===== config.mk =====
export PLATFORM = sky130hd
export DESIGN_NAME = onewire_temperature_reader_flat
export DESIGN_NICKNAME = d
export VERILOG_FILES = /design/src/sv/owtr_pkg.sv /design/src/sv/owtr_if.sv /design/src/sv/onewire_temperature_reader.sv /design/src/sv/owtr_core.sv /design/src/flat_wrapper.sv
export VERILOG_INCLUDE_DIRS = /design/src /design/src/sv
export SDC_FILE = /design/constraint.sdc
export NUM_CORES = 1
export LEC_CHECK = 0
export BUFFER_PORTS_ARGS = -buffer_cell sky130_fd_sc_hd__buf_2
export CAP_MARGIN = 20
export CORE_MARGIN = 2
export CORE_UTILIZATION = 35
export CTS_BUF_LIST = sky130_fd_sc_hd__clkbuf_8
export DETAILED_ROUTE_END_ITERATION = 10
export PLACE_DENSITY = 0.55
export SLEW_MARGIN = 20
export SYNTH_ARGS = -nofsm -noshare
export SYNTH_HDL_FRONTEND = slang
export SYNTH_SLANG_ARGS = --single-unit

===== constraint.sdc =====
create_clock -name clk -period 6.2 [get_ports clk]
set_input_delay 0.31 -clock clk [delete_from_list [all_inputs] [get_ports clk]]
set_output_delay 0.31 -clock clk [all_outputs]
set_load 0.01 [all_outputs]

===== src/sv/onewire_temperature_reader_macros.svh =====
// Assertion macros shared by the one-wire temperature reader RTL.
// Depends on nothing; the including module must provide clk and rst_n.
`ifndef ONEWIRE_TEMPERATURE_READER_MACROS_SVH
`define ONEWIRE_TEMPERATURE_READER_MACROS_SVH

// Same-cycle implication, quiet while in reset.
`define OWTR_ASSERT_NOW(label, ante, cons) \
    label: assert property (@(posedge clk) disable iff (!rst_n) (ante) |-> (cons)) \
        else $error("owtr same-cycle check failed");

// Next-cycle implication, quiet while in reset.
`define OWTR_ASSERT_NEXT(label, ante, cons) \
    label: assert property (@(posedge clk) disable iff (!rst_n) (ante) |=> (cons)) \
        else $error("owtr next-cycle check failed");

`endif


===== src/sv/owtr_pkg.sv =====
// Package for the one-wire temperature reader: types, codes and helpers.
// Depends on nothing; used by the interfaces, the sequencer core and the top level.
`default_nettype none

package owtr_pkg;

    localparam int TICK_W     = 10;
    localparam int BYTE_W     = 8;
    localparam int BIT_W      = 3;
    localparam int STEP_W     = 4;
    localparam int CFG_IDX_W  = 3;
    localparam int CFG_DATA_W = 10;
    localparam int RAW_W      = 16;
    localparam int HUND_W     = 7;

    typedef enum logic [2:0] {
        PH_IDLE,
        PH_RESET_LOW,
        PH_RESET_REL,
        PH_WRITE,
        PH_READ
    } phase_t;

    // Steps of the measurement sequence
    localparam logic [STEP_W-1:0] STEP_RESET_A = 4'd0;
    localparam logic [STEP_W-1:0] STEP_SKIP_A  = 4'd1;
    localparam logic [STEP_W-1:0] STEP_CONVERT = 4'd2;
    localparam logic [STEP_W-1:0] STEP_POLL    = 4'd3;
    localparam logic [STEP_W-1:0] STEP_RESET_B = 4'd4;
    localparam logic [STEP_W-1:0] STEP_SKIP_B  = 4'd5;
    localparam logic [STEP_W-1:0] STEP_READ_SP = 4'd6;
    localparam logic [STEP_W-1:0] STEP_READ_LO = 4'd7;
    localparam logic [STEP_W-1:0] STEP_READ_HI = 4'd8;

    // Bus command bytes
    localparam logic [BYTE_W-1:0] OW_SKIP_ROM = 8'hCC;
    localparam logic [BYTE_W-1:0] OW_CONVERT  = 8'h44;
    localparam logic [BYTE_W-1:0] OW_READ_SP  = 8'hBE;

    // Configuration register indexes
    localparam logic [CFG_IDX_W-1:0] CFG_RESET_LOW   = 3'd0;
    localparam logic [CFG_IDX_W-1:0] CFG_RESET_REL   = 3'd1;
    localparam logic [CFG_IDX_W-1:0] CFG_ONE_LOW     = 3'd2;
    localparam logic [CFG_IDX_W-1:0] CFG_ONE_SLOT    = 3'd3;
    localparam logic [CFG_IDX_W-1:0] CFG_ZERO_LOW    = 3'd4;
    localparam logic [CFG_IDX_W-1:0] CFG_ZERO_SLOT   = 3'd5;
    localparam logic [CFG_IDX_W-1:0] CFG_READ_SAMPLE = 3'd6;
    localparam logic [CFG_IDX_W-1:0] CFG_READ_SLOT   = 3'd7;

    typedef struct packed {
        logic [TICK_W-1:0] reset_low;
        logic [TICK_W-1:0] reset_release;
        logic [BYTE_W-1:0] one_low;
        logic [BYTE_W-1:0] one_slot;
        logic [BYTE_W-1:0] zero_low;
        logic [BYTE_W-1:0] zero_slot;
        logic [BYTE_W-1:0] read_sample;
        logic [BYTE_W-1:0] read_slot;
    } cfg_t;

    localparam cfg_t CFG_DEFAULT = '{
        reset_low:     10'd500,
        reset_release: 10'd500,
        one_low:       8'd8,
        one_slot:      8'd70,
        zero_low:      8'd62,
        zero_slot:     8'd64,
        read_sample:   8'd10,
        read_slot:     8'd130
    };

    typedef struct packed {
        phase_t              phase;
        logic [STEP_W-1:0]   step;
        logic [TICK_W-1:0]   slot_tick;
        logic [BIT_W-1:0]    bit_pos;
        logic [BYTE_W-1:0]   shift_byte;
    } seq_t;

    // Per-tick result of the sequencer core, plus whether it sat idle before the tick
    typedef struct packed {
        logic              drive_low;
        logic              busy;
        logic              done;
        logic              was_idle;
        logic [RAW_W-1:0]  raw;
    } tick_res_t;

    // Enter a step: clear slot and bit counters, load the byte to send
    function automatic seq_t begin_step(input logic [STEP_W-1:0] step,
                                        input logic [BYTE_W-1:0] shift_keep);
        seq_t s;
        s.step       = step;
        s.slot_tick  = '0;
        s.bit_pos    = '0;
        s.shift_byte = shift_keep;
        s.phase      = PH_IDLE;
        unique case (step) inside
            STEP_RESET_A, STEP_RESET_B: s.phase = PH_RESET_LOW;
            STEP_SKIP_A, STEP_SKIP_B:
            begin
                s.phase      = PH_WRITE;
                s.shift_byte = OW_SKIP_ROM;
            end
            STEP_CONVERT:
            begin
                s.phase      = PH_WRITE;
                s.shift_byte = OW_CONVERT;
            end
            STEP_READ_SP:
            begin
                s.phase      = PH_WRITE;
                s.shift_byte = OW_READ_SP;
            end
            STEP_POLL, STEP_READ_LO, STEP_READ_HI:
            begin
                s.phase      = PH_READ;
                s.shift_byte = '0;
            end
            default: s.phase = PH_IDLE;
        endcase
        return s;
    endfunction

    // True on the last tick of a span of len ticks (zero acts as one)
    function automatic logic span_ends(input logic [TICK_W-1:0] tick,
                                       input logic [TICK_W-1:0] len);
        return ({1'b0, tick} + (TICK_W+1)'(1)) >= {1'b0, len};
    endfunction

    // floor(nibble * 25 / 4)
    function automatic logic [HUND_W-1:0] hundredths_of(input logic [3:0] nib);
        logic [8:0] prod;
        prod = {5'b0, nib} * 9'd25;
        return prod[8:2];
    endfunction

endpackage

`default_nettype wire


===== src/sv/owtr_if.sv =====
// Handshake interfaces for the tick input and the result output channels.
// Depends on owtr_pkg for field widths.
`default_nettype none

interface owtr_in_if;
    import owtr_pkg::*;
    logic valid;
    logic ready;
    logic cmd;
    logic bus_level;

    modport source (output valid, output cmd, output bus_level, input ready);
    modport sink   (input valid, input cmd, input bus_level, output ready);
endinterface

interface owtr_out_if;
    import owtr_pkg::*;
    logic                     valid;
    logic                     ready;
    logic                     drive_low;
    logic                     busy_res;
    logic                     done_res;
    logic [RAW_W-1:0]         raw_reading;
    logic signed [BYTE_W-1:0] whole_degrees;
    logic [HUND_W-1:0]        hundredths;

    modport source (output valid, output drive_low, output busy_res, output done_res,
                    output raw_reading, output whole_degrees, output hundredths,
                    input ready);
    modport sink   (input valid, input drive_low, input busy_res, input done_res,
                    input raw_reading, input whole_degrees, input hundredths,
                    output ready);
endinterface

`default_nettype wire


===== src/sv/onewire_temperature_reader.sv =====
// One-wire temperature reader: each accepted tick gives one registered result.
// Each accepted tick updates the sequencer and loads the result register at the same edge;
// the tick input stays ready while the result register is empty or being drained.
// The sequencer update is combinational: one transaction each clock while the sink keeps up.
// Reset (rst_n low, asynchronous) idles the sequencer, clears the last reading and
// restores the default slot timings; there is no clearing pass.
`default_nettype none
`include "onewire_temperature_reader_macros.svh"

module onewire_temperature_reader (
    input  wire logic                          clk,
    input  wire logic                          rst_n,
    owtr_in_if.sink                            tick_in,
    owtr_out_if.source                         res_out,
    input  wire logic                          cfg_we,
    input  wire logic [owtr_pkg::CFG_IDX_W-1:0]  cfg_index,
    input  wire logic [owtr_pkg::CFG_DATA_W-1:0] cfg_data
);
    import owtr_pkg::*;

    // Timing registers; a write takes effect at once, even in the middle of a sequence
    cfg_t               cfg_reg;

    // Result register: one finished transaction waiting for the sink
    logic               out_valid_reg;
    logic               drive_reg;
    logic               busy_reg;
    logic               done_reg;
    logic [RAW_W-1:0]   raw_reg;

    logic               tick_ready_int;
    logic               tick_accept;
    tick_res_t          core_res;

    // Take a tick whenever the result register is free or drains this cycle
    assign tick_ready_int = !out_valid_reg || res_out.ready;
    assign tick_in.ready  = tick_ready_int;
    assign tick_accept    = tick_in.valid && tick_ready_int;

    always_ff @(posedge clk or negedge rst_n)
    begin
        if (!rst_n)
        begin
            cfg_reg <= CFG_DEFAULT;
        end
        else if (cfg_we)
        begin
            unique case (cfg_index)
                CFG_RESET_LOW:   cfg_reg.reset_low     <= cfg_data;
                CFG_RESET_REL:   cfg_reg.reset_release <= cfg_data;
                CFG_ONE_LOW:     cfg_reg.one_low       <= cfg_data[BYTE_W-1:0];
                CFG_ONE_SLOT:    cfg_reg.one_slot      <= cfg_data[BYTE_W-1:0];
                CFG_ZERO_LOW:    cfg_reg.zero_low      <= cfg_data[BYTE_W-1:0];
                CFG_ZERO_SLOT:   cfg_reg.zero_slot     <= cfg_data[BYTE_W-1:0];
                CFG_READ_SAMPLE: cfg_reg.read_sample   <= cfg_data[BYTE_W-1:0];
                CFG_READ_SLOT:   cfg_reg.read_slot     <= cfg_data[BYTE_W-1:0];
                default: ;
            endcase
        end
    end

    // Sequencer: advances its state only on an accepted tick
    owtr_core u_core (
        .clk       (clk),
        .rst_n     (rst_n),
        .cfg       (cfg_reg),
        .advance   (tick_accept),
        .cmd       (tick_in.cmd),
        .bus_level (tick_in.bus_level),
        .res       (core_res)
    );

    // Valid flag: set on an accepted tick, drop once the sink takes the result
    always_ff @(posedge clk or negedge rst_n)
    begin
        if (!rst_n)
            out_valid_reg <= 1'b0;
        else if (tick_accept)
            out_valid_reg <= 1'b1;
        else if (res_out.ready)
            out_valid_reg <= 1'b0;
    end

    // Payload: hold until the next accepted tick
    always_ff @(posedge clk or negedge rst_n)
    begin
        if (!rst_n)
        begin
            drive_reg <= 1'b0;
            busy_reg  <= 1'b0;
            done_reg  <= 1'b0;
            raw_reg   <= '0;
        end
        else if (tick_accept)
        begin
            drive_reg <= core_res.drive_low;
            busy_reg  <= core_res.busy;
            done_reg  <= core_res.done;
            raw_reg   <= core_res.raw;
        end
    end

    assign res_out.valid         = out_valid_reg;
    assign res_out.drive_low     = drive_reg;
    assign res_out.busy_res      = busy_reg;
    assign res_out.done_res      = done_reg;
    assign res_out.raw_reading   = raw_reg;
    assign res_out.whole_degrees = raw_reg[11:4];
    assign res_out.hundredths    = hundredths_of(raw_reg[3:0]);

    // A completion tick always belongs to a running sequence
    `OWTR_ASSERT_NOW(a_done_is_busy, out_valid_reg && done_reg, busy_reg)
    // A start from idle drives the bus low on that very tick
    `OWTR_ASSERT_NEXT(a_start_drives_low, tick_accept && tick_in.cmd && core_res.was_idle,
                      out_valid_reg && busy_reg && drive_reg)
    // The reading only moves when a tick is taken
    `OWTR_ASSERT_NEXT(a_raw_holds, !tick_accept, $stable(raw_reg))

endmodule

`default_nettype wire


===== src/sv/owtr_core.sv =====
// Sequencer core: bus state registers and the one-tick next-state logic.
// Depends on owtr_pkg.
`default_nettype none

module owtr_core (
    input  wire logic               clk,
    input  wire logic               rst_n,
    input  owtr_pkg::cfg_t          cfg,
    input  wire logic               advance,
    input  wire logic               cmd,
    input  wire logic               bus_level,
    output owtr_pkg::tick_res_t     res
);
    import owtr_pkg::*;

    seq_t               seq_reg, seq_next;
    logic [BYTE_W-1:0]  low_byte_reg, low_byte_next;
    logic [RAW_W-1:0]   raw_reg, raw_next;

    always_comb
    begin
        logic              one;
        logic [TICK_W-1:0] low_t;
        logic [TICK_W-1:0] len;
        logic              last;
        logic [TICK_W-1:0] sample;

        seq_next      = seq_reg;
        low_byte_next = low_byte_reg;
        raw_next      = raw_reg;
        res.drive_low = 1'b0;
        res.busy      = 1'b0;
        res.done      = 1'b0;
        res.was_idle  = (seq_reg.phase == PH_IDLE);
        one    = seq_reg.shift_byte[0];
        low_t  = one ? {2'b0, cfg.one_low}  : {2'b0, cfg.zero_low};
        len    = one ? {2'b0, cfg.one_slot} : {2'b0, cfg.zero_slot};
        sample = {2'b0, cfg.read_sample};
        last   = 1'b0;

        // start command while idle: this tick is already the first of the reset pulse
        if (seq_reg.phase == PH_IDLE && cmd)
        begin
            seq_next = begin_step(STEP_RESET_A, seq_reg.shift_byte);
        end

        res.busy = (seq_next.phase != PH_IDLE);

        unique case (seq_next.phase)
            PH_IDLE: ;
            PH_RESET_LOW:
            begin
                res.drive_low = 1'b1;
                if (span_ends(seq_next.slot_tick, cfg.reset_low))
                begin
                    seq_next.phase     = PH_RESET_REL;
                    seq_next.slot_tick = '0;
                end
                else
                begin
                    seq_next.slot_tick = seq_next.slot_tick + TICK_W'(1);
                end
            end
            PH_RESET_REL:
            begin
                if (span_ends(seq_next.slot_tick, cfg.reset_release))
                    seq_next = begin_step(seq_next.step + STEP_W'(1), seq_next.shift_byte);
                else
                    seq_next.slot_tick = seq_next.slot_tick + TICK_W'(1);
            end
            PH_WRITE:
            begin
                res.drive_low = (seq_next.slot_tick < low_t);
                if (span_ends(seq_next.slot_tick, len))
                begin
                    seq_next.slot_tick  = '0;
                    seq_next.shift_byte = {1'b0, seq_next.shift_byte[BYTE_W-1:1]};
                    if (seq_next.bit_pos == 3'd7)
                        seq_next = begin_step(seq_next.step + STEP_W'(1),
                                              seq_next.shift_byte);
                    else
                        seq_next.bit_pos = seq_next.bit_pos + BIT_W'(1);
                end
                else
                begin
                    seq_next.slot_tick = seq_next.slot_tick + TICK_W'(1);
                end
            end
            PH_READ:
            begin
                last          = span_ends(seq_next.slot_tick, {2'b0, cfg.read_slot});
                res.drive_low = (seq_next.slot_tick < TICK_W'(2));
                // sample late if the sample point lies past the slot end
                if (seq_next.slot_tick == sample || (last && sample > seq_next.slot_tick))
                    seq_next.shift_byte = {bus_level, seq_next.shift_byte[BYTE_W-1:1]};
                if (last)
                begin
                    seq_next.slot_tick = '0;
                    if (seq_next.bit_pos == 3'd7)
                    begin
                        if (seq_next.step == STEP_POLL)
                        begin
                            seq_next = begin_step((seq_next.shift_byte != '0) ?
                                                  STEP_RESET_B : STEP_POLL,
                                                  seq_next.shift_byte);
                        end
                        else if (seq_next.step == STEP_READ_LO)
                        begin
                            low_byte_next = seq_next.shift_byte;
                            seq_next = begin_step(STEP_READ_HI, seq_next.shift_byte);
                        end
                        else
                        begin
                            raw_next         = {seq_next.shift_byte, low_byte_next};
                            res.done         = 1'b1;
                            seq_next.phase   = PH_IDLE;
                            seq_next.step    = STEP_RESET_A;
                            seq_next.bit_pos = '0;
                        end
                    end
                    else
                    begin
                        seq_next.bit_pos = seq_next.bit_pos + BIT_W'(1);
                    end
                end
                else
                begin
                    seq_next.slot_tick = seq_next.slot_tick + TICK_W'(1);
                end
            end
            default: ;
        endcase

        res.raw = raw_next;
    end

    always_ff @(posedge clk or negedge rst_n)
    begin
        if (!rst_n)
        begin
            seq_reg.phase      <= PH_IDLE;
            seq_reg.step       <= STEP_RESET_A;
            seq_reg.slot_tick  <= '0;
            seq_reg.bit_pos    <= '0;
            seq_reg.shift_byte <= '0;
            low_byte_reg       <= '0;
            raw_reg            <= '0;
        end
        else if (advance)
        begin
            seq_reg      <= seq_next;
            low_byte_reg <= low_byte_next;
            raw_reg      <= raw_next;
        end
    end

endmodule

`default_nettype wire


===== src/flat_wrapper.sv =====
// flat-port wrapper written by rule: the top's interface ports become plain ports
module onewire_temperature_reader_flat import owtr_pkg::*;
  (clk, rst_n, cfg_we, cfg_index, cfg_data, tick_in_valid, tick_in_cmd, tick_in_bus_level, tick_in_ready, res_out_valid, res_out_drive_low, res_out_busy_res, res_out_done_res, res_out_raw_reading, res_out_whole_degrees, res_out_hundredths, res_out_ready);
  owtr_in_if tick_in_i ();
  owtr_out_if res_out_i ();
  input  wire logic clk;
  input  wire logic rst_n;
  input  wire logic cfg_we;
  input  wire logic [owtr_pkg::CFG_IDX_W-1:0] cfg_index;
  input  wire logic [owtr_pkg::CFG_DATA_W-1:0] cfg_data;
  input wire logic [$bits(tick_in_i.valid)-1:0] tick_in_valid;
  input wire logic [$bits(tick_in_i.cmd)-1:0] tick_in_cmd;
  input wire logic [$bits(tick_in_i.bus_level)-1:0] tick_in_bus_level;
  output wire logic [$bits(tick_in_i.ready)-1:0] tick_in_ready;
  output wire logic [$bits(res_out_i.valid)-1:0] res_out_valid;
  output wire logic [$bits(res_out_i.drive_low)-1:0] res_out_drive_low;
  output wire logic [$bits(res_out_i.busy_res)-1:0] res_out_busy_res;
  output wire logic [$bits(res_out_i.done_res)-1:0] res_out_done_res;
  output wire logic [$bits(res_out_i.raw_reading)-1:0] res_out_raw_reading;
  output wire logic [$bits(res_out_i.whole_degrees)-1:0] res_out_whole_degrees;
  output wire logic [$bits(res_out_i.hundredths)-1:0] res_out_hundredths;
  input wire logic [$bits(res_out_i.ready)-1:0] res_out_ready;
  assign tick_in_i.valid = tick_in_valid;
  assign tick_in_i.cmd = tick_in_cmd;
  assign tick_in_i.bus_level = tick_in_bus_level;
  assign tick_in_ready = tick_in_i.ready;
  assign res_out_valid = res_out_i.valid;
  assign res_out_drive_low = res_out_i.drive_low;
  assign res_out_busy_res = res_out_i.busy_res;
  assign res_out_done_res = res_out_i.done_res;
  assign res_out_raw_reading = res_out_i.raw_reading;
  assign res_out_whole_degrees = res_out_i.whole_degrees;
  assign res_out_hundredths = res_out_i.hundredths;
  assign res_out_i.ready = res_out_ready;
  onewire_temperature_reader u_core (.clk(clk), .rst_n(rst_n), .tick_in(tick_in_i), .res_out(res_out_i), .cfg_we(cfg_we), .cfg_index(cfg_index), .cfg_data(cfg_data));
endmodule

## Word-level counts from Yosys, hierarchy flattened

Index checks and enable logic that the tools add are counted.

| storage, ports and cells | value |
|---|---|
| ROM bits | 0 |
| memories kept | 0 |
| bits in registers | 124 |
| input bits | 20 |
| output and inout bits | 36 |
| logic and storage cells | 143 |
| bits in latches | 0 |
| memory bits (writable) | 0 |

| operators by class | value |
|---|---|
| eq/ne operators | 31 |
| reduce and logical (&&, ||, !) cells | 31 |
| multipliers | 1 |
| bitwise logic cells | 2 |
| shifts and indexed selects | 0 |
| divide/modulo/power cells | 0 |
| $lt $le $gt $ge | 7 |
| add/subtract/negate cells | 4 |
| multiplexer cells | 48 |

Operator list:

| kind | count |
|---|---|
| $pmux 8 s4 | 3 |
| $mux 16 | 5 |
| $mux 28 | 2 |
| $mux 8 | 7 |
| $mux 10 | 4 |
| $pmux 10 s4 | 1 |
| $mux 17 | 2 |
| $mux 11 | 3 |
| $pmux 11 s3 | 1 |
| $eq 3x3->1 const B | 10 |
| $mux 7 | 4 |
| $ge 11x10->1 | 2 |
| $ge 11x8->1 | 2 |
| $eq 4x3->1 const B | 5 |
| $eq 3x2->1 const B | 6 |
| $pmux 3 s3 | 2 |
| $reduce_and 2->1 | 8 |
| $eq 4x2->1 const B | 3 |
| $mux 3 | 4 |
| $pmux 3 s4 | 1 |
| $pmux 4 s3 | 1 |
| $reduce_and 6->1 | 2 |
| $add 10x1->11 const B | 1 |
| $add 10x1->10 const B | 1 |
| 25 further kinds | 44 |

## Logic depth before layout (Yosys ltp)

Gate-level depths: netlist of the first run.

| logic depth | value |
|---|---|
| word-level depth | 18 |
| mapped depth | 20 |
| gate-level depth less buffers | 17 |

## Cells and area by module

A second synthesis of the first run with hierarchy kept.

| second synthesis, totals | value |
|---|---|
| cells, all modules | 811 |
| area total of the unflattened synthesis | 8,498.2 um^2 |

Modules (own cells, without submodules):

| module | cells an instance | area each (um^2) | sequential area each (um^2) | times used |
|---|---|---|---|---|
| owtr_core | 583 | 4,840.9 | 1,301.2 | 1 |
| onewire_temperature_reader | 228 | 3,657.3 | 2,234.6 | 1 |

## Worst setup path after synthesis of the first run

OpenSTA, ideal clock, no wires.

| path | value |
|---|---|
| path kind | reg2reg |
| start point | register u_core.u_core.seq_reg[26] (netlist bit) |
| end point | register u_core.u_core.seq_reg[22] (netlist bit) |
| stages on the path, launching flop included | 20 |
| setup slack | 1.848 ns |
| data arrival time | 4.214 ns |
| period minus slack after synthesis | 4.352 ns |
| path buffers | 2 |
| setup time | 0.138 ns |
| data required time | 6.062 ns |
| cell sequence | dfrtp_1 > buf_6 > or4b_4 > and2_4 > buf_6 > and3_1 > nand3_1 > nor2_1 > nand2_1 > xor2_1 > nor2_1 > ha_1 > a2111o_1 > a221o_1 > a311oi_1 > nor4_1 > a21oi_1 > nor2_1 > a222oi_1 > o41ai_1 |

| on the way | value |
|---|---|
| word-level cells in the longest chain between the ends | 15 |
| elaborated cells on any way between the ends | 28 |
| classes of those cells | 2 x add/sub; 4 x order compare; 6 x eq/ne; 11 x mux; 5 x reduce/logical |

RTL lines:

| element | RTL line | text |
|---|---|---|
| start, declared | owtr_core.sv:16 | `seq_t seq_reg, seq_next;` |
| start signal, assigned | owtr_core.sv:151 | `seq_reg <= seq_next;` |
| $logic_not 3->1 | n/a |  |
| $logic_and 1x1->1 | owtr_core.sv:42 | `if (seq_reg.phase == PH_IDLE && cmd)` |
| $mux 28 * | owtr_core.sv:42 |  |
| $add 10x1->11 | owtr_pkg.sv:128 | `return ({1'b0, tick} + (TICK_W+1)'(1)) >= {1'b0, len};` |
| $ge 11x8->1 | owtr_pkg.sv:128 |  |
| $logic_and 1x1->1 | owtr_core.sv:94 | `if (seq_next.slot_tick == sample \|\| (last && sample > seq_next.slot_tick))` |
| $logic_or 1x1->1 | owtr_core.sv:94 |  |
| $mux 8 | owtr_core.sv:94 |  |
| $mux 8 | owtr_core.sv:49 | `unique case (seq_next.phase)` |
| $reduce_bool 8->1 | owtr_core.sv:103 | `seq_next = begin_step((seq_next.shift_byte != '0) ?` |
| $mux 3 | owtr_core.sv:103 |  |
| $mux 28 | owtr_core.sv:101 | `if (seq_next.step == STEP_POLL)` |
| $mux 17 | owtr_core.sv:99 | `if (seq_next.bit_pos == 3'd7)` |
| $mux 7 | owtr_core.sv:96 | `if (last)` |
| $pmux 4 s3 * | owtr_core.sv:49 |  |

Every way passes the cells marked *; elsewhere a longest branch is shown, timed or not. The select of a mux whose other input is x is not followed.
A chain may end at the register's enable or synchronous reset.

## Worst setup path in the final report of the first run

| path | value |
|---|---|
| start point | register u_core.u_core.seq_reg[25] (netlist bit) |
| end point | register u_core.u_core.seq_reg[22] (netlist bit) |

The elaborated chain is that of the path after synthesis.

==> impl_results.md, run 1 <==
* Max reg flops at 68
* Min cycle time layout at 5.19 ns
* Most frequently used flop master after synthesis: dfrtp_1
* Hold path cells at 2
* Placer congestion estimate at 0.840
* Vias per cell at 5.31
* Most frequent cells in the layout: dfrtp_1 (98), nand2_1 (79), ha_1 (66)
* Synth Instances at 762
* Final period utilization at 83.7%
* Max_cap viols at 0
* Final hold viol count at 0
* Initial antenna violation count at 0
* DRC at 0
* Final Setup Violations at 0
* Comb pwr share at 35.2%
* DRT antenna net count at 0
* Biggest fanout along the worst timing path at 22
* Clock transition at path regs at 0.07 ns
* Reg area at 0.00314 sq mm
* Worst setup path category: register to register
* RSZ-0062 raised after global routing: false
* Multi-input gate area at 0.00413 sq mm
* CP Data Required Time at 6.49 ns
* Synthesized area at 0.00760 sq mm
* Largest net degree at the start of global routing at 66
* Vias in the first global route at 5,576
* Slew margin rel. at 30.3%
* Startpoint Class: register
* Clock power share at 27.1%
* P_int at 1.87 mW
* Max Root-Sink Buffers at 2
* CTS root buffer: clkbuf_8
* Die Ht at 151 um
* Post-synth cell types at 67
* Most common cell after layout, fill and taps aside: dfrtp_1
* Register area share after synthesis at 41.2%
* Clock latency at the later pin of the worst-skew pair at 0.45 ns
* Die width at 151 um
* Maximum VDD drop at 0.220 mV
* Worst r2r src: u_core.u_core.seq_reg[25]$_DFFE_PN0P_
* Switch share at 37.6%
* Die Area at 0.0229 sq mm
* Global-route wire length before repair at 30,100 um
* FILL cells at 2,075
* Post-CTS Setup Bufs at 0
* Flop pwr share at 37.6%
* Clk sinks at 124
* Worst hold path class: input port to register
* Number of antenna diodes at 0
* Maximum clock frequency at 0.193 GHz
* R2R cell count at 15
* Initial Util at 35.9%
* # rows at 53
* Max-slew violations at 0
* CTS Buf Count at 17
* Setup TNS at 0 ns
* Pwr per Cell Area at 351 mW/mm^2
* Fin Hold WS at 0.0798 ns
* DRT iter0 DRCs at 291
* Total iterations of the first detailed-routing run at 5
* Outcome: completed
* Drt wl/cell at 17.1 um
* Core area at 0.0212 sq mm
* Placed Area at 0.00809 sq mm
* EDFF count, synth at 0
* Post-Syn Nets at 849
* Max H-tree Level at 4
* P_sw at 1.13 mW
* Worst Tran Pin Value at 1.04 ns
* Worst r2r dst: u_core.u_core.seq_reg[22]$_DFFE_PN0P_
* FF+latch count, synth at 124
* Syn-to-layout area delta at 12.4%
* Async S/R FF share, synth at 100%
* Worst clock skew at 0.0122 ns
* Number of gates resized after cts at 0
* CTS tree: done
* Drt total wl at 18,600 um
* Vias at 5,795
* Crit path capture type: register
* Origin of the worst setup path: u_core.u_core.seq_reg[25]$_DFFE_PN0P_
* Fraction of layout cells with a size suffix above 1 at 23.7%
* HPWL Detailed at 13,400 um
* Setup ws final at 1.01 ns
* CP Capture Point: u_core.u_core.seq_reg[22]$_DFFE_PN0P_
* I/O Buffers at 55
* GR Overflow Total at 0
* Pleak at 3.98 nW
* Final net count at 890
* Ys Warns at 0
* Mean Syn Cell Area at 9.98 sq um
* Total GRT Usage at 17.1%
* Final Instance Area at 0.00855 sq mm
* IO Pins at 56
* Reg2reg setup slack at 1.01 ns
* Place WS at 1.04 ns
* Crit path DAT at 5.48 ns
==> critical path: stages (launching register included) <==
cell and delay [ns]:
dfrtp_1 0.53, or4b_4 0.75, and2_4 0.25, and3_1 0.21, nand3_1 0.19, nor2_1 0.13, xnor2_1 0.36, ha_1 0.32
and3_1 0.19, a221o_1 0.34, a311oi_1 0.54, nor4_1 0.20, a21oi_1 0.43, nor2_1 0.09, a222oi_1 0.36, o41ai_1 0.13
==> kinds of logic after synthesis <==
family          synth area share (%)
simple gates                    14.2
buf+inv                         4.84
xor+xnor                        1.84
compound gates                  15.0
fa+ha+maj                       11.3
flops                           41.2
mux                             11.6
==> per-layer routing <==
metal  GRT usage, %  share of wire [%]
met1           23.0                 48
met2           28.0                 47
met3           3.64                3.4
met4           4.72                1.4
met5              0                  0
==> repair_timing <==
action	4_1_cts	5_1_grt
setup endpoints to repair	0	0
endpoints found under the hold margin	56	0
hold buffers	1	0
==> cell usage after synthesis, drive strengths merged (2+ instances only) <==
| master | n | area, sq um |
|---|---|---|
| a2111o | 2 | 22.5 |
| o32a | 4 | 40.0 |
| o31ai | 2 | 15.0 |
| nor4 | 5 | 31.3 |
| a2111oi | 3 | 32.5 |
| or3 | 2 | 12.5 |
| nor2 | 52 | 195 |
| a211oi | 4 | 35.0 |
| o21ai | 52 | 264 |
| a22o | 12 | 105 |
| nand2b | 5 | 31.3 |
| ha | 66 | 826 |
| nor4b | 4 | 56.3 |
| a221o | 3 | 30.0 |
| nor3 | 10 | 50.1 |
| nand4b | 3 | 26.3 |
| mux2 | 58 | 653 |
| and3 | 7 | 43.8 |
| o21a | 4 | 30.0 |
| or4b | 2 | 23.8 |
| nor2b | 5 | 31.3 |
| dfrtp | 98 | 2450 |
| nor3b | 4 | 30.0 |
| xnor2 | 10 | 87.6 |
| clkbuf | 24 | 90.1 |
| nand4 | 5 | 31.3 |
| dfstp | 26 | 683 |
| o32ai | 2 | 36.3 |
| a31oi | 9 | 56.3 |
| nand2 | 79 | 297 |
| a21oi | 39 | 195 |
| and2 | 14 | 90.1 |
| a221oi | 2 | 17.5 |
| a21o | 12 | 90.1 |
| inv | 41 | 154 |
| o211ai | 3 | 22.5 |
| buf | 17 | 124 |
| xor2 | 6 | 52.6 |
| o2bb2ai | 2 | 17.5 |
| mux2i | 23 | 230 |
| o22ai | 3 | 18.8 |
| a22oi | 3 | 36.3 |
| nand3 | 23 | 115 |
==> how the worst min path moves through the flow <==
stage,start,endpoint,slack (ns)
3_5_place_dp,rst_n,u_core.u_core.seq_reg[9]$_DFFE_PN0P_,0.46
3_3_place_gp,rst_n,u_core.u_core.seq_reg[9]$_DFFE_PN0P_,0.46
5_1_grt,tick_in_valid,u_core.res_out.valid$_DFFE_PN0P_,0.06
2_1_floorplan,rst_n,u_core.cfg_reg[0]$_DFFE_PN0P_,0.01
4_1_cts,tick_in_valid,u_core.res_out.valid$_DFFE_PN0P_,0.06
6_report,tick_in_valid,u_core.res_out.valid$_DFFE_PN0P_,0.08
==> power groups by stage <==
stage	combinational (mW)	clock (mW)	sequential (mW)
final	1.06	0.814	1.13
after global routing	1.19	0.875	1.15
after CTS	1.06	0.838	1.13
after detailed placement	1.05	0	1.14
after global placement	1.05	0	1.13
after floorplan	0.822	0	1.08
==> cell type report <==
cell class                 instances  share of cell area [%]
clock buffer                      17                    2.74
tap                              275                    4.03
clock inverter                    15                    2.46
timing repair buffer              63                    3.98
multi-input combinational        556                    48.3
inverter                          41                    1.80
sequential                       124                    36.7
==> through the flow <==
step / power (mW) / instances / utilization [%]
after CTS: 3.03 / 1091 / 40.4
after global routing: 3.22 / 1091 / 40.4
final: 3.00 / 1091 / 40.4
after global placement: 2.18 / 1058 / 38.2
after floorplan: 1.90 / 762 / -
after detailed placement: 2.19 / 1058 / 38.2
(Power assumes the default switching activity.)
==> run 2: changes to the inputs <==
- clock period: 6.2 -> 4.95 ns (I/O delays scaled with it)
==> run 2 against run 1 <==
Against the previous run: non-clock buffer count rose by 15; maximum frequency up 12%; count of clock-buffer cells in the layout increased by 2; worst hold slack lost 0.051 ns; critical path depth rose by 3; via count is 1.0% higher; sequential power is 24% higher; global-route usage up 0.43 points; register-to-register slack got worse by 0.69 ns.
==> impl_results.md, run 2 (same netlist as run 1, synthesis figures left out) <==
* Biggest fanout along the worst timing path at 12 (-45%)
* Outcome: completed
* Placed Area at 0.00818 sq mm (+1.1%)
* Max H-tree Level at 4 (unchanged)
* Clock latency at the later pin of the worst-skew pair at 0.44 ns (about the same)
* Final period utilization at 93.5% (+9.8 points)
* HP Start: cfg_data[9]
* Clock transition at path regs at 0.08 ns (about the same)
* CTS root buffer: clkbuf_8
* Finished Core Util at 41.0% (+0.57 points)
* Maximum VDD drop at 0.205 mV (-6.8%)
* Slew margin rel. at 45.1% (+15 points)
* Max reg flops at 68 (unchanged)
* I/O Buffers at 55 (unchanged)
* IO Pins at 56 (unchanged)
* Fin Hold WS at 0.0287 ns (-0.0511 ns)
* CTS tree: done
* Global-route wire length before repair at 30,900 um (+2.9%)
* Total iterations of the first detailed-routing run at 5 (unchanged)
* Pleak at 4.04 nW (+1.4%)
* Worst clock skew at 0.0110 ns (-0.00121 ns)
* Worst Tran Pin Value at 0.803 ns (-0.238 ns)
* Most common cell after layout, fill and taps aside: dfrtp_1
* Reg2reg setup slack at 0.32 ns (-0.69 ns)
* CP dominant cell by count: nor2_1
* Vias per cell at 5.29 (-0.37%)
* Final Instance Area at 0.00867 sq mm (+1.4%)
* Max Root-Sink Buffers at 2 (unchanged)
* Vias in the first global route at 5,698 (+2.2%)
* Placed Cells at 1,069 (+1.0%)
* Number of antenna diodes at 0 (unchanged)
* Core area at 0.0212 sq mm (unchanged)
* Initial Util at 35.9% (unchanged)
* HPWL Detailed at 13,800 um (+3.0%)
* Worst-path cell chain: or4b_4 -> and2_4 -> and3_1 -> nand3_1 -> nor2_1 -> nand2_1 -> xor2_1 -> nor2_1 -> ha_1 -> a2111o_1 -> a221o_1 -> a311oi_1 -> buf_4 -> nor2_1 -> nand2_1 -> o21a_1 -> o21ai_0 -> o32a_1
* # rows at 53 (unchanged)
* Worst hold path class: input port to register
* Crit path DAT at 4.95 ns (-0.53 ns)
* Most frequent cells in the layout: dfrtp_1 (98), nand2_1 (79), ha_1 (66)
* Initial antenna violation count at 0 (unchanged)
* DRC at 0 (unchanged)
* Final Setup Violations at 0 (unchanged)
* Crit path capture type: register
* Drt total wl at 18,900 um (+1.6%)
* Final Non-Filler Cells at 1,106 (+1.4%)
* DRT iter0 DRCs at 375 (+29%)
* DRT antenna net count at 0 (unchanged)
* Max incr delay on CP at 0.65 ns (-0.10 ns)
* Worst r2r src: u_core.u_core.seq_reg[26]$_DFFE_PN0P_
* Hold path cells at 3 (+1)
* Final hold viol count at 0 (unchanged)
* Placer congestion estimate at 0.857 (+2.1%)
* Clk sinks at 124 (unchanged)
* RSZ-0062 raised after global routing: false
* CP max stage cell: or4b_4
* Min cycle time layout at 4.63 ns (-0.561 ns)
* CP Data Required Time at 5.27 ns (-1.22 ns)
* Worst Path Buf+Inv at 1 (+1)
* Die Ht at 151 um (unchanged)
* Startpoint Class: register
* Total GRT Usage at 17.6% (+0.43 points)
* Max_cap viols at 0 (unchanged)
* Top delay family on crit path: simple AND/OR/NAND/NOR gates
* Drt wl/cell at 17.1 um (+0.24%)
* CTS Buf Count at 17 (unchanged)
* Pwr per Cell Area at 431 mW/mm^2 (+23%)
* Max-slew violations at 0 (unchanged)
* Worst r2r dst: u_core.u_core.seq_reg[1]$_DFFE_PN0P_
* Die width at 151 um (unchanged)
* R2R cell count at 18 (+3)
* Fraction of layout cells with a size suffix above 1 at 25.4% (+1.7 points)
* Worst setup path category: register to register
* Hold Path Sink: u_core.cfg_reg[57]$_DFFE_PN0P_
* GR Overflow Total at 0 (unchanged)
* Largest net degree at the start of global routing at 45 (-32%)
* Maximum clock frequency at 0.216 GHz (+12%)
* Syn-to-layout area delta at 14.0%
* Die Area at 0.0229 sq mm (unchanged)
* Vias at 5,853 (+1.0%)
* Final net count at 905 (+1.7%)
* Setup TNS at 0 ns (unchanged)
==> run 2: cell count changes in the layout (fill, tap and decap cells not counted), moves of 2 or more <==
cell / before / now
a21oi_1: 39 / 37
buf_4: 8 / 21
bufinv_16: 4 / 2
clkbuf_8: 17 / 19
clkinv_2: 0 / 3
inv_6: 6 / 4
mux2i_1: 23 / 21
mux2i_2: 0 / 2
nor3b_2: 2 / 0
==> run 2: worst max path at each step <==
stage	from	end	cells past startpoint	slack, ns
2_1_floorplan	u_core.u_core.seq_reg[26]$_DFFE_PN0P_	u_core.u_core.seq_reg[22]$_DFFE_PN0P_	19	0.60
3_3_place_gp	u_core.u_core.seq_reg[26]$_DFFE_PN0P_	u_core.u_core.seq_reg[1]$_DFFE_PN0P_	18	0.17
3_5_place_dp	u_core.u_core.seq_reg[26]$_DFFE_PN0P_	u_core.u_core.seq_reg[1]$_DFFE_PN0P_	18	0.03
4_1_cts	u_core.u_core.seq_reg[26]$_DFFE_PN0P_	u_core.u_core.seq_reg[5]$_DFFE_PN0P_	16	0.18
5_1_grt	u_core.u_core.seq_reg[26]$_DFFE_PN0P_	u_core.u_core.seq_reg[22]$_DFFE_PN0P_	18	0.06
6_report	u_core.u_core.seq_reg[26]$_DFFE_PN0P_	u_core.u_core.seq_reg[1]$_DFFE_PN0P_	18	0.32
==> run 2: area by class of cell <==
class	count	area, sq um
multi-input combinational	556	4170
timing repair buffer	78	468
tap	275	344
clock buffer	19	262
clock inverter	13	139
inverter	41	154
fill	2087	12500
sequential	124	3140
==> run 2: where the power goes <==
group | leakage, nW | total, mW | internal (mW) | switching [mW]
Sequential | 1.52 | 1.40 | 1.23 | 0.169
Combinational | 2.31 | 1.42 | 0.601 | 0.815
Clock | 0.208 | 0.919 | 0.477 | 0.442
==> run 2: routing by layer <==
metal	part of all wire (%)	global-route usage [%]
met3	3.5	3.16
met1	47	24.0
met2	48	28.4
met5	0	0
met4	1.5	5.19
==> run 2: stage by stage <==
stage                     power (mW)  setup WS [ns]
after floorplan                 2.38          0.598
after global placement          2.77          0.168
after detailed placement        2.79         0.0342
after CTS                       3.73          0.180
after global routing            4.02         0.0624
final                           3.74          0.323
==> run 2: repair_timing <==
item                       4_1_cts  5_1_grt
setup endpoints to repair        2        5
gates resized for setup          1        6
buffers inserted                 0        3
hold endpoints to repair        22        0
pin swaps                        0        1
hold buffers                     2        0
==> run 2: worst register-to-register path: stages (launching register included) <==
cell	delay, ns
dfrtp_1	0.48
or4b_4	0.65
and2_4	0.23
and3_1	0.21
nand3_1	0.18
nor2_1	0.12
nand2_1	0.11
xor2_1	0.15
nor2_1	0.11
ha_1	0.22
a2111o_1	0.35
a221o_1	0.26
a311oi_1	0.32
buf_4	0.19
nor2_1	0.07
nand2_1	0.17
o21a_1	0.15
o21ai_0	0.13
o32a_1	0.39
==> run 3: changes to the inputs <==
- CORE_UTILIZATION: 35 -> 53
- PLACE_DENSITY: 0.55 -> 0.76
==> run 3 against run 2 <==
Against the previous run: die area shrank 33%; cell count shrank 9.3%; clock power shrank 5.3%; largest power group is now registers; count of clock-buffer cells in the layout shrank 2; global-route usage grew 7.0 points.
==> impl_results.md, run 3 (same netlist as run 1, synthesis figures left out) <==
* Outcome: completed
* Final hold viol count at 0 (unchanged)
* Max H-tree Level at 4 (unchanged)
* GR Overflow Total at 0 (unchanged)
* Placer congestion estimate at 0.943 (+10%)
* Startpoint Class: register
* Maximum VDD drop at 0.258 mV (+26%)
* CP Data Required Time at 5.30 ns (+0.03 ns)
* Vias in the first global route at 5,719 (+0.37%)
* R2R cell count at 14 (-4)
* Top Usage Layer GRT: met2
* Worst Tran Pin Value at 0.925 ns (+0.122 ns)
* Comb pwr share at 37.8% (about the same)
* Clock latency at the later pin of the worst-skew pair at 0.45 ns (about the same)
* Post-CTS Setup Bufs at 0 (unchanged)
* Global-route met3 utilization at 5.04% (+1.9 points)
* Setup TNS at 0 ns (unchanged)
* Drt total wl at 17,700 um (-6.4%)
* Crit path capture type: register
* DRC at 0 (unchanged)
* Initial Util at 54.6% (+19 points)
* Most common cell after layout, fill and taps aside: dfrtp_1
* HPWL Detailed at 13,000 um (-6.2%)
* Worst clock skew at 0.0108 ns (-0.000195 ns)
* Total GRT Usage at 24.6% (+7.0 points)
* I/O Buffers at 55 (unchanged)
* P_sw at 1.39 mW (-2.4%)
* Fin Hold WS at 0.0254 ns (-0.00337 ns)
* Drt wl/cell at 17.6 um (+3.2%)
* Finished Core Util at 60.5% (+19 points)
* Worst hold path class: input port to register
* DRT iter0 DRCs at 513 (+37%)
* Flop pwr share at 38.4% (+0.9 points)
* Pwr per Cell Area at 433 mW/mm^2 (+0.43%)
* Die Ht at 124 um (-18%)
* # rows at 43 (-19%)
* FILL cells at 1,193 (-43%)
* P_int at 2.26 mW (-2.4%)
* Biggest fanout along the worst timing path at 12 (unchanged)
* Die width at 124 um (-18%)
* Global-route wire length before repair at 29,000 um (-6.2%)
* CTS root buffer: clkbuf_8
* Largest net degree at the start of global routing at 69 (+53%)
* Max_cap viols at 0 (unchanged)
* Syn-to-layout area delta at 10.8%
* Final Setup Violations at 0 (unchanged)
* Place WS at 0.199 ns (+0.165 ns)
* Setup ws final at 0.249 ns (-0.0741 ns)
* Clock power share at 23.9% (-0.7 points)
* Clock transition at path regs at 0.08 ns (about the same)
* Total iterations of the first detailed-routing run at 5 (unchanged)
* Number of antenna diodes at 0 (unchanged)
* Switch share at 38.2% (about the same)
* Max-slew violations at 0 (unchanged)
* RSZ-0062 raised after global routing: false
* Vias at 5,926 (+1.2%)
* Min cycle time layout at 4.70 ns (+0.0741 ns)
* Die Area at 0.0153 sq mm (-33%)
* CTS tree: done
* DRT antenna net count at 0 (unchanged)
* Max Root-Sink Buffers at 2 (unchanged)
* IO Pins at 56 (unchanged)
* Initial antenna violation count at 0 (unchanged)
* Placed Area at 0.00800 sq mm (-2.2%)
* Met1 Usage GRT at 32.7% (+8.7 points)
* CTS Buf Count at 17 (unchanged)
* Core area at 0.0139 sq mm (-34%)
* Maximum clock frequency at 0.213 GHz (-1.6%)
* Hold path cells at 2 (-1)
* Most frequent cells in the layout: dfrtp_1 (98), nand2_1 (79), ha_1 (66)
* Final Instance Area at 0.00843 sq mm (-2.8%)
* Final period utilization at 95.0% (+1.5 points)
* Clk sinks at 124 (unchanged)
* Worst setup path category: register to register
* Fraction of layout cells with a size suffix above 1 at 24.4% (-0.97 points)
* Vias per cell at 5.91 (+12%)
* Final net count at 897 (-0.88%)
* Crit path DAT at 5.05 ns (+0.10 ns)
* Slew margin rel. at 37.7% (-7.4 points)
* Max reg flops at 68 (unchanged)
* Pleak at 3.97 nW (-1.7%)
* GRT met2 Usage at 40.3% (+12 points)
==> run 3: changes by cell type in the layout (fill, tap and decap cells not counted), sizes merged <==
cell / change
buf: -8
inv: -3
clkbuf: -2
clkinv: +1
clkinvlp: +4
==> run 3: per-layer routing <==
metal | wire length, um | vias up
li1 | - | 2820
met1 | 7900 | 2906
met2 | 8580 | 171
met3 | 840 | 29
met4 | 374 | 0
met5 | 0 | -
==> run 3: worst max-delay path: stages (launching register included) <==
cell and delay (ns):
dfrtp_1 0.47, or4b_4 0.65, and2_4 0.23, and3_1 0.21, nand2_1 0.08, xor2_1 0.06, nor2_1 0.41, ha_1 0.35
a2111o_1 0.37, a31oi_1 0.24, o21ai_2 0.23, a22oi_4 0.48, mux2i_2 0.43, o21ai_0 0.16, a21o_1 0.21
==> run 3: power by group through the flow <==
stage	sequential (mW)	combinational (mW)	clock (mW)
2_1_floorplan	1.35	1.03	0
3_3_place_gp	1.40	1.31	0
3_5_place_dp	1.41	1.35	0
4_1_cts	1.40	1.36	0.891
5_1_grt	1.43	1.55	0.940
6_report	1.40	1.38	0.870
==> run 3: what timing repair did <==
action | CTS | global route
hold endpoints to repair | 48 | 0
hold buffers | 2 | 0
endpoints found under the setup margin | 0 | 6
resized for setup | 0 | 2
==> run 3: cell type report <==
cell class              instances  area [sq um]  area share [%]
well taps                     180           225            2.67
multi-input cells             556          4130            49.0
repair buffers                 70           395            4.69
inverters                      41           154            1.83
clock buffers                  17           234            2.78
clock inverters                15           151            1.80
flip-flops and latches        124          3140            37.2
==> run 3: metrics by stage <==
step	instances	power [mW]
2_1_floorplan	762	2.38
3_3_place_gp	969	2.71
3_5_place_dp	969	2.77
4_1_cts	1003	3.65
5_1_grt	1003	3.91
6_report	1003	3.65
==> run 3: worst paths after layout <==
path                                                  startpoint                               endpoint  slack (ns)
setup reg to reg           u_core.u_core.seq_reg[26]$_DFFE_PN0P_  u_core.u_core.seq_reg[27]$_DFFE_PN0P_        0.25
min in group asynchronous                                  rst_n    u_core.res_out.busy_res$_DFFE_PN0P_        0.44
hold reg to reg             u_core.u_core.seq_reg[8]$_DFFE_PN0P_   u_core.u_core.seq_reg[8]$_DFFE_PN0P_        0.48
hold / removal                                     tick_in_valid       u_core.res_out.valid$_DFFE_PN0P_        0.03
max in group asynchronous                                  rst_n         u_core.cfg_reg[32]$_DFFE_PN0P_        3.25
setup / recovery           u_core.u_core.seq_reg[26]$_DFFE_PN0P_  u_core.u_core.seq_reg[27]$_DFFE_PN0P_        0.25
